$ cat config.mk
export PLATFORM = sky130hd
export DESIGN_NAME = polled_telemetry_frame_assembler_core
export DESIGN_NICKNAME = d
export VERILOG_FILES = /design/src/rtl/core/ptfa_pkg.sv /design/src/rtl/core/polled_telemetry_frame_assembler_core.sv /design/src/rtl/core/ptfa_store.sv
export SDC_FILE = /design/constraint.sdc
export NUM_CORES = 1
export LEC_CHECK = 0
export BUFFER_PORTS_ARGS = -buffer_cell sky130_fd_sc_hd__buf_2
export CORE_MARGIN = 4
export CORE_UTILIZATION = 49
export DETAILED_ROUTE_END_ITERATION = 12
export PLACE_DENSITY = 0.67
export SYNTH_ARGS = -nofsm -noshare
export SYNTH_HDL_FRONTEND = slang
export SYNTH_SLANG_ARGS = --single-unit
$ cat constraint.sdc
create_clock -name clk -period 7 [get_ports clk]
set_input_delay 0.35 -clock clk [delete_from_list [all_inputs] [get_ports clk]]
set_output_delay 0.35 -clock clk [all_outputs]
set_load 0.05 [all_outputs]
$ cat src/rtl/core/ptfa_pkg.sv
package ptfa_pkg;

  localparam int PACKET_BYTES = 6;
  localparam int POS_W = 6;
  localparam int DATA_W = 8;
  localparam int PADDR_W = 4;
  localparam int PDATA_W = 32;

  // register indexes, taken from paddr[3:2]
  localparam logic [1:0] REG_START_BYTE = 2'd0;
  localparam logic [1:0] REG_SENSOR_ADDR = 2'd1;
  localparam logic [1:0] REG_REQUEST_TAG = 2'd2;

  // packet count = (size + 3) / 6 + 1, the divide done as (x * 171) >> 10 for x <= 258
  localparam logic [8:0] SIZE_BIAS = 9'd3;
  localparam logic [7:0] DIV6_MUL = 8'd171;
  localparam int DIV6_SHIFT = 10;

  typedef enum logic [1:0] {
    PARSE_IDLE,
    PARSE_START,
    PARSE_SENSOR,
    PARSE_DATA
  } parse_state_t;

  typedef struct packed {
    logic en;
    logic [POS_W-1:0] addr;
    logic [DATA_W-1:0] data;
  } store_wr_t;

  typedef struct packed {
    logic en;
    logic [POS_W-1:0] addr;
    logic zero;
  } store_rd_t;

endpackage

$ cat src/rtl/core/polled_telemetry_frame_assembler_core.sv
// Polled telemetry frame assembler. Received bytes enter on the rx channel, one word per
// accepted cycle, and are matched against the start byte, sensor address and request tag
// registers; each matched packet appends six data bytes to a frame store of
// 6*MAX_PACKETS bytes. The second byte of a frame is its size and fixes the frame at
// (size+3)/6+1 packets. Outside frame output an rx word is taken every cycle. A completed
// frame of n bytes is read from the store's single read port one byte per cycle while
// the output is not stalled, through the registered read word; a frame declaring more than
// MAX_PACKETS packets gives one word with overflow set. The rx channel stalls
// from the end of a frame, kept or dropped, until its last word has been taken
// downstream. No clearing pass follows reset: every store entry that a frame reads was
// written earlier in that same frame.
module polled_telemetry_frame_assembler_core
  import ptfa_pkg::*;
#(
  parameter int MAX_PACKETS = 10
) (
  input  logic               clk,
  input  logic               rst,
  input  logic               in_valid,
  output logic               in_stall,
  input  logic [DATA_W-1:0]  rx_byte,
  output logic               out_valid,
  input  logic               out_stall,
  output logic [DATA_W-1:0]  frame_byte,
  output logic [POS_W-1:0]   byte_position,
  output logic               last_of_frame,
  output logic               overflow,
  input  logic               psel,
  input  logic               penable,
  input  logic               pwrite,
  input  logic [PADDR_W-1:0] paddr,
  input  logic [PDATA_W-1:0] pwdata,
  output logic [PDATA_W-1:0] prdata,
  output logic               pready
);

  localparam int STORE_DEPTH = MAX_PACKETS * PACKET_BYTES;
  localparam logic [POS_W-1:0] STORE_LIMIT = POS_W'(STORE_DEPTH);
  localparam logic [POS_W-1:0] COUNT_LIMIT = POS_W'(MAX_PACKETS);
  localparam logic [2:0] PACKET_LAST = 3'(PACKET_BYTES - 1);

  logic [DATA_W-1:0] start_byte;
  logic [DATA_W-1:0] sensor_addr;
  logic [DATA_W-1:0] request_tag;

  parse_state_t      parse_state;
  parse_state_t      parse_state_next;
  logic [POS_W-1:0]  write_position;
  logic [POS_W-1:0]  packet_count;
  logic [2:0]        packet_byte;
  logic              emitting;
  logic [POS_W-1:0]  read_addr;
  logic [POS_W-1:0]  frame_len;

  logic              in_accept;
  logic              cfg_write;
  logic              store_ok;
  logic              data_take;
  logic              packet_done;
  logic              size_seen;
  logic              drop;
  logic              emit_start;
  logic              rd_en;
  logic              read_last;
  logic [POS_W-1:0]  pos_inc;
  logic [8:0]        frame_bytes;
  logic [8:0]        size_biased;
  logic [16:0]       size_prod;
  logic [POS_W-1:0]  size_count;

  store_wr_t         store_wr;
  store_rd_t         store_rd;

  assign in_stall  = emitting || out_valid;
  assign in_accept = in_valid && !in_stall;
  assign cfg_write = psel && penable && pwrite && pready;
  assign pready    = 1'b1;

  always_comb begin
    prdata = '0;
    case (paddr[3:2])
      REG_START_BYTE:  prdata[DATA_W-1:0] = start_byte;
      REG_SENSOR_ADDR: prdata[DATA_W-1:0] = sensor_addr;
      REG_REQUEST_TAG: prdata[DATA_W-1:0] = request_tag;
      default:         prdata = '0;
    endcase
  end

  // packet and frame bookkeeping
  assign pos_inc     = write_position + 1'b1;
  assign store_ok    = write_position < STORE_LIMIT;
  assign packet_done = packet_byte == PACKET_LAST;
  assign size_seen   = pos_inc == POS_W'(2);
  assign frame_bytes = {1'b0, packet_count, 2'b00} + {2'b00, packet_count, 1'b0};
  assign size_biased = {1'b0, rx_byte} + SIZE_BIAS;
  assign size_prod   = size_biased * DIV6_MUL;
  assign size_count  = POS_W'(size_prod[16:DIV6_SHIFT]) + 1'b1;

  always_comb begin
    parse_state_next = parse_state;
    if (in_accept) begin
      case (parse_state)
        PARSE_IDLE: begin
          if (rx_byte == start_byte) parse_state_next = PARSE_START;
        end
        PARSE_START: begin
          parse_state_next = (rx_byte == sensor_addr) ? PARSE_SENSOR : PARSE_IDLE;
        end
        PARSE_SENSOR: begin
          parse_state_next = (rx_byte == request_tag) ? PARSE_DATA : PARSE_IDLE;
        end
        PARSE_DATA: begin
          if (store_ok && packet_done) parse_state_next = PARSE_IDLE;
        end
        default: parse_state_next = PARSE_IDLE;
      endcase
    end
  end

  always_comb begin
    data_take  = in_accept && (parse_state == PARSE_DATA) && store_ok;
    drop       = data_take && packet_done && (packet_count > COUNT_LIMIT);
    emit_start = data_take && packet_done && !drop
                 && ({3'b000, pos_inc} == frame_bytes);
  end

  // advance the frame read whenever the output word is free or being taken
  assign rd_en     = emitting && (!out_valid || !out_stall);
  assign read_last = read_addr == (frame_len - 1'b1);

  always_comb begin
    store_wr.en   = data_take;
    store_wr.addr = write_position;
    store_wr.data = rx_byte;
    store_rd.en   = rd_en;
    store_rd.addr = read_addr;
    store_rd.zero = drop;
  end

  ptfa_store #(
    .DEPTH(STORE_DEPTH)
  ) u_store (
    .clk   (clk),
    .wr    (store_wr),
    .rd    (store_rd),
    .rdata (frame_byte)
  );

  always_ff @(posedge clk) begin
    if (rst) begin
      start_byte       <= 8'd126;
      sensor_addr      <= 8'd0;
      request_tag      <= 8'd48;
      parse_state      <= PARSE_IDLE;
      write_position   <= '0;
      packet_count     <= '0;
      packet_byte      <= '0;
      emitting         <= 1'b0;
      read_addr        <= '0;
      frame_len        <= '0;
      out_valid        <= 1'b0;
    end else begin
      parse_state <= parse_state_next;

      if (cfg_write) begin
        case (paddr[3:2])
          REG_START_BYTE:  start_byte <= pwdata[DATA_W-1:0];
          REG_SENSOR_ADDR: sensor_addr <= pwdata[DATA_W-1:0];
          REG_REQUEST_TAG: request_tag <= pwdata[DATA_W-1:0];
          default: ;
        endcase
      end

      if (data_take) begin
        if (size_seen) packet_count <= size_count;
        if (drop || emit_start) begin
          write_position <= '0;
          packet_byte    <= '0;
        end else begin
          write_position <= pos_inc;
          packet_byte    <= packet_done ? 3'd0 : packet_byte + 1'b1;
        end
      end

      if (emit_start) begin
        emitting  <= 1'b1;
        read_addr <= '0;
        frame_len <= pos_inc;
      end else if (rd_en) begin
        read_addr <= read_addr + 1'b1;
        if (read_last) emitting <= 1'b0;
      end

      if (rd_en || drop) begin
        out_valid <= 1'b1;
      end else if (!out_stall) begin
        out_valid <= 1'b0;
      end
    end
  end

  always_ff @(posedge clk) begin
    if (rd_en) begin
      byte_position <= read_addr;
      last_of_frame <= read_last;
      overflow      <= 1'b0;
    end else if (drop) begin
      byte_position <= '0;
      last_of_frame <= 1'b1;
      overflow      <= 1'b1;
    end
  end

endmodule

$ cat src/rtl/core/ptfa_store.sv
module ptfa_store
  import ptfa_pkg::*;
#(
  parameter int DEPTH = 60
) (
  input  logic              clk,
  input  store_wr_t         wr,
  input  store_rd_t         rd,
  output logic [DATA_W-1:0] rdata
);

  localparam int AW = $clog2(DEPTH);

  logic [DATA_W-1:0] mem [DEPTH];

  always_ff @(posedge clk) begin
    if (wr.en) begin
      mem[wr.addr[AW-1:0]] <= wr.data;
    end
    // read word is registered; zero load serves the dropped-frame result
    if (rd.en) begin
      rdata <= mem[rd.addr[AW-1:0]];
    end else if (rd.zero) begin
      rdata <= '0;
    end
  end

endmodule

==> run_results.csv <==
group,metric,value,unit
timing,finalCritPeriodShare,70.9,%
timing,fmax,201,MHz
cts,htree_levels,2,
worst_setup_path,required,7510,ps
floorplanning,chipWidth,230,um
drt,finalWirelength,51400,um
worst_setup_path,worstSetupPathType,"primary input to flip-flop",
placed_design,place_congestion,0.786,
layout,fin_nets,1589,
floorplanning,die_h,230,um
floorplanning,core,0.0488,sq mm
layout,final_common_cell,"edfxtp_1",
synth,yosysWarnings,0,
worst_setup_path,critPathMaxStageDelay,570,ps
job,max-cap-violations,0,
timing,worst_slew_pin_slew,1220,ps
placed_design,placedCellCount,2064,
synth,synthArstFlopShare,0,%
layout,n_fill_cell,3843,
power_and_ir_drop,p_leak,8.70,nW
cts,path_clk_slew,60,ps
power_and_ir_drop,p_per_area,262,mW/mm^2
drt,drc_errors,0,
cts,cts_made_buffers,55,
timing,slew_violations,0,
outcome,status,"finished, final reports clean",
layout,drive_above_1_share,19.8,%
timing,grt_setup_unrepaired,"no",
floorplanning,die-area,0.0529,sq mm
cts,cts_root_buffer,"clkbuf_16",
worst_setup_path,critPathMaxFanout,37,
cts,cts_resized,0,
drt,dr.pass1.iters,7,
cts,cts_sinks,557,
cts,insertion_delay,600,ps
synth,synth.distinct_cells,59,
timing,slew_headroom,17.8,%
global_routing,grt-ovfl-total,0,
synth,avgSynthCellArea,17.2,sq um
synth,synthesis.area,0.0241,sq mm
layout,diodes,0,
synth,netlist_instances,1408,
drt,routed_via_density,5.73,
global_routing,antenna_found_initial,1,
drt,drtAntennaViolNets,0,
floorplanning,initial_utilization,49.4,%
worst_setup_path,cpMaxStageDelayCell,"buf_2",
global_routing,grt_usage,19.8,%
timing,tns,0,ps
drt,avgRoutedWirePerCell,23.7,um
placed_design,placed_area,0.0249,sq mm
drt,via_count,12429,
drt,drtIter0Drc,1181,
timing,setup_violations,0,
cts,tritoncts,"done",
global_routing,grt_max_degree,64,
floorplanning,rows,81,
cts,post_cts_buffers,0,
worst_setup_path,end_kind,"flip-flop",
layout,layout_common_cells,"edfxtp_1 (495), mux4_2 (140), nor2_1 (102), nand2_1 (63)",
worst_setup_path,worstSetupStartpointType,"primary input",
global_routing,grt_pass1_wl,79600,um
cts,cts_buffer_depth,3,
layout,fin_area,0.0266,sq mm
worst_setup_path,cp.arrival,5470,ps
worst_setup_path,crit_chain,"buf_2 -> nand2_1 -> nor2_1 -> xor2_1 -> ha_1 -> inv_1 -> fa_1 -> fa_1 -> inv_1 -> fa_1 -> ha_1 -> nand3_1 -> a211oi_1 -> or3_1 -> xnor2_1 -> nand3_1 -> o311a_1 -> a211oi_1",
synth,synth-edff-count,495,
power_and_ir_drop,vdd_drop_max,0.000193,V
placed_design,port_buffers,50,
hold_path,hp-class,"primary input to flip-flop",
placed_design,place_hpwl,32100,um
synth,synthFlopType,"edfxtp_1",
layout,area_growth,10.0,%
layout,fin_util,54.4,%
floorplanning,io_pins,102,
global_routing,grt_pass1_vias,12744,
worst_setup_path,crit_top_cell,"fa_1",
layout,multi_input_area,0.00736,sq mm
layout,final_cell_count_no_fill,2170,
layout,seqCellArea,0.0161,sq mm
timing,fin_crit,4960,ps
synth,synth-seq-cells,557,
synth,yosysSeqAreaShare,66.7,%
timing,fin_worst_skew,17.6,ps
timing,hold_violations,0,
logic make-up after synthesis:
logic type      Yosys count  synth area share (%)
mux                     189                  15.3
compound gates          107                  2.88
fa+ha+maj                74                  4.30
simple gates            263                  5.04
xor+xnor                 70                  2.57
buf+inv                 146                  3.20
other cells               2                0.0311
flops                   557                  66.7
area by class of cell:
type / count / share of cell area [%]
clock buffers: 76 / 5.64
clock inverters: 23 / 0.508
inverters: 45 / 0.636
multi-input cells: 728 / 27.7
flip-flops and latches: 557 / 60.6
well taps: 664 / 3.13
repair buffers: 77 / 1.77
report_power, final:
group	switching [W]	internal, W	total, W
Sequential	0.00000273	0.00361	0.00362
Combinational	0.000396	0.000235	0.000631
Clock	0.00120	0.00152	0.00272
synth_stat cells, drive strengths merged, types with 5 or more instances:
cell type  number  area (sq um)
edfxtp        495         14900
mux4          143          3230
nor2          102           383
buf            68           480
nand2          63           236
dfxtp          62          1240
ha             59           738
mux2i          46           460
inv            45           169
xnor2          39           342
clkbuf         33           124
xor2           31           279
nand3          28           145
o21ai          28           140
a211oi         24           180
a21oi          24           120
fa             15           300
nor2b          13          81.3
nor3           10          55.1
and3            9          56.3
nand4           8          50.1
a31oi           7          43.8
and2            5          31.3
per-layer routing:
metal  part of all wire [%]  GRT usage, %  vias to the layer above
li1                       -             -                     5532
met1                     44          29.7                     6404
met2                     47          31.2                      423
met3                    6.5          3.22                       70
met4                    1.9          4.39                        0
met5                      0             0                        -
worst paths after layout:
kind	startpoint	endpoint	slack, ps	depth (start not counted)
setup / recovery	rx_byte[2]	packet_count[5]$_SDFFE_PP0P_	2040	18
setup reg to reg	flip-flop	u_store.rdata[4]$_SDFFCE_PN0P_	3170	5
hold / removal	pwdata[7]	sensor_addr[7]$_SDFFE_PP0P_	40	3
hold reg to reg	overflow$_SDFFE_PP0P_	overflow$_SDFFE_PP0P_	480	1
timing repair:
action,4_1_cts,5_1_grt
endpoints found under the hold margin,11,0
hold buffers,7,0
endpoints found under the setup margin,0,0
metrics by stage:
| step | hold WS, ps | setup slack [ps] | power [W] |
|---|---|---|---|
| global placement | 457 | 1410 | 0.00431 |
| global route | 36.8 | 1710 | 0.00726 |
| floorplan | 449 | 1980 | 0.00416 |
| finish | 39.4 | 2040 | 0.00697 |
| detailed placement | 467 | 1400 | 0.00432 |
| CTS | 4.15 | 2020 | 0.00702 |
flip-flops by register name (all words and copies together), names as in the netlist, named ones only:
name and cells:
byte_position 6, emitting 1, frame_len 6, last_of_frame 1, out_valid 1, overflow 1
packet_byte 3, packet_count 6, parse_state 2, read_addr 6, request_tag 8, sensor_addr 8
start_byte 8, u_store.mem 480, u_store.rdata 8, write_position 6
worst max-delay path, delay by kind of cell:
family          cells  cell delay, ps
simple gates        5            1030
buf+inv             3             690
fa+ha+maj           5            2030
xor+xnor            2             760
compound gates      3             570
(Power assumes the default switching activity.)
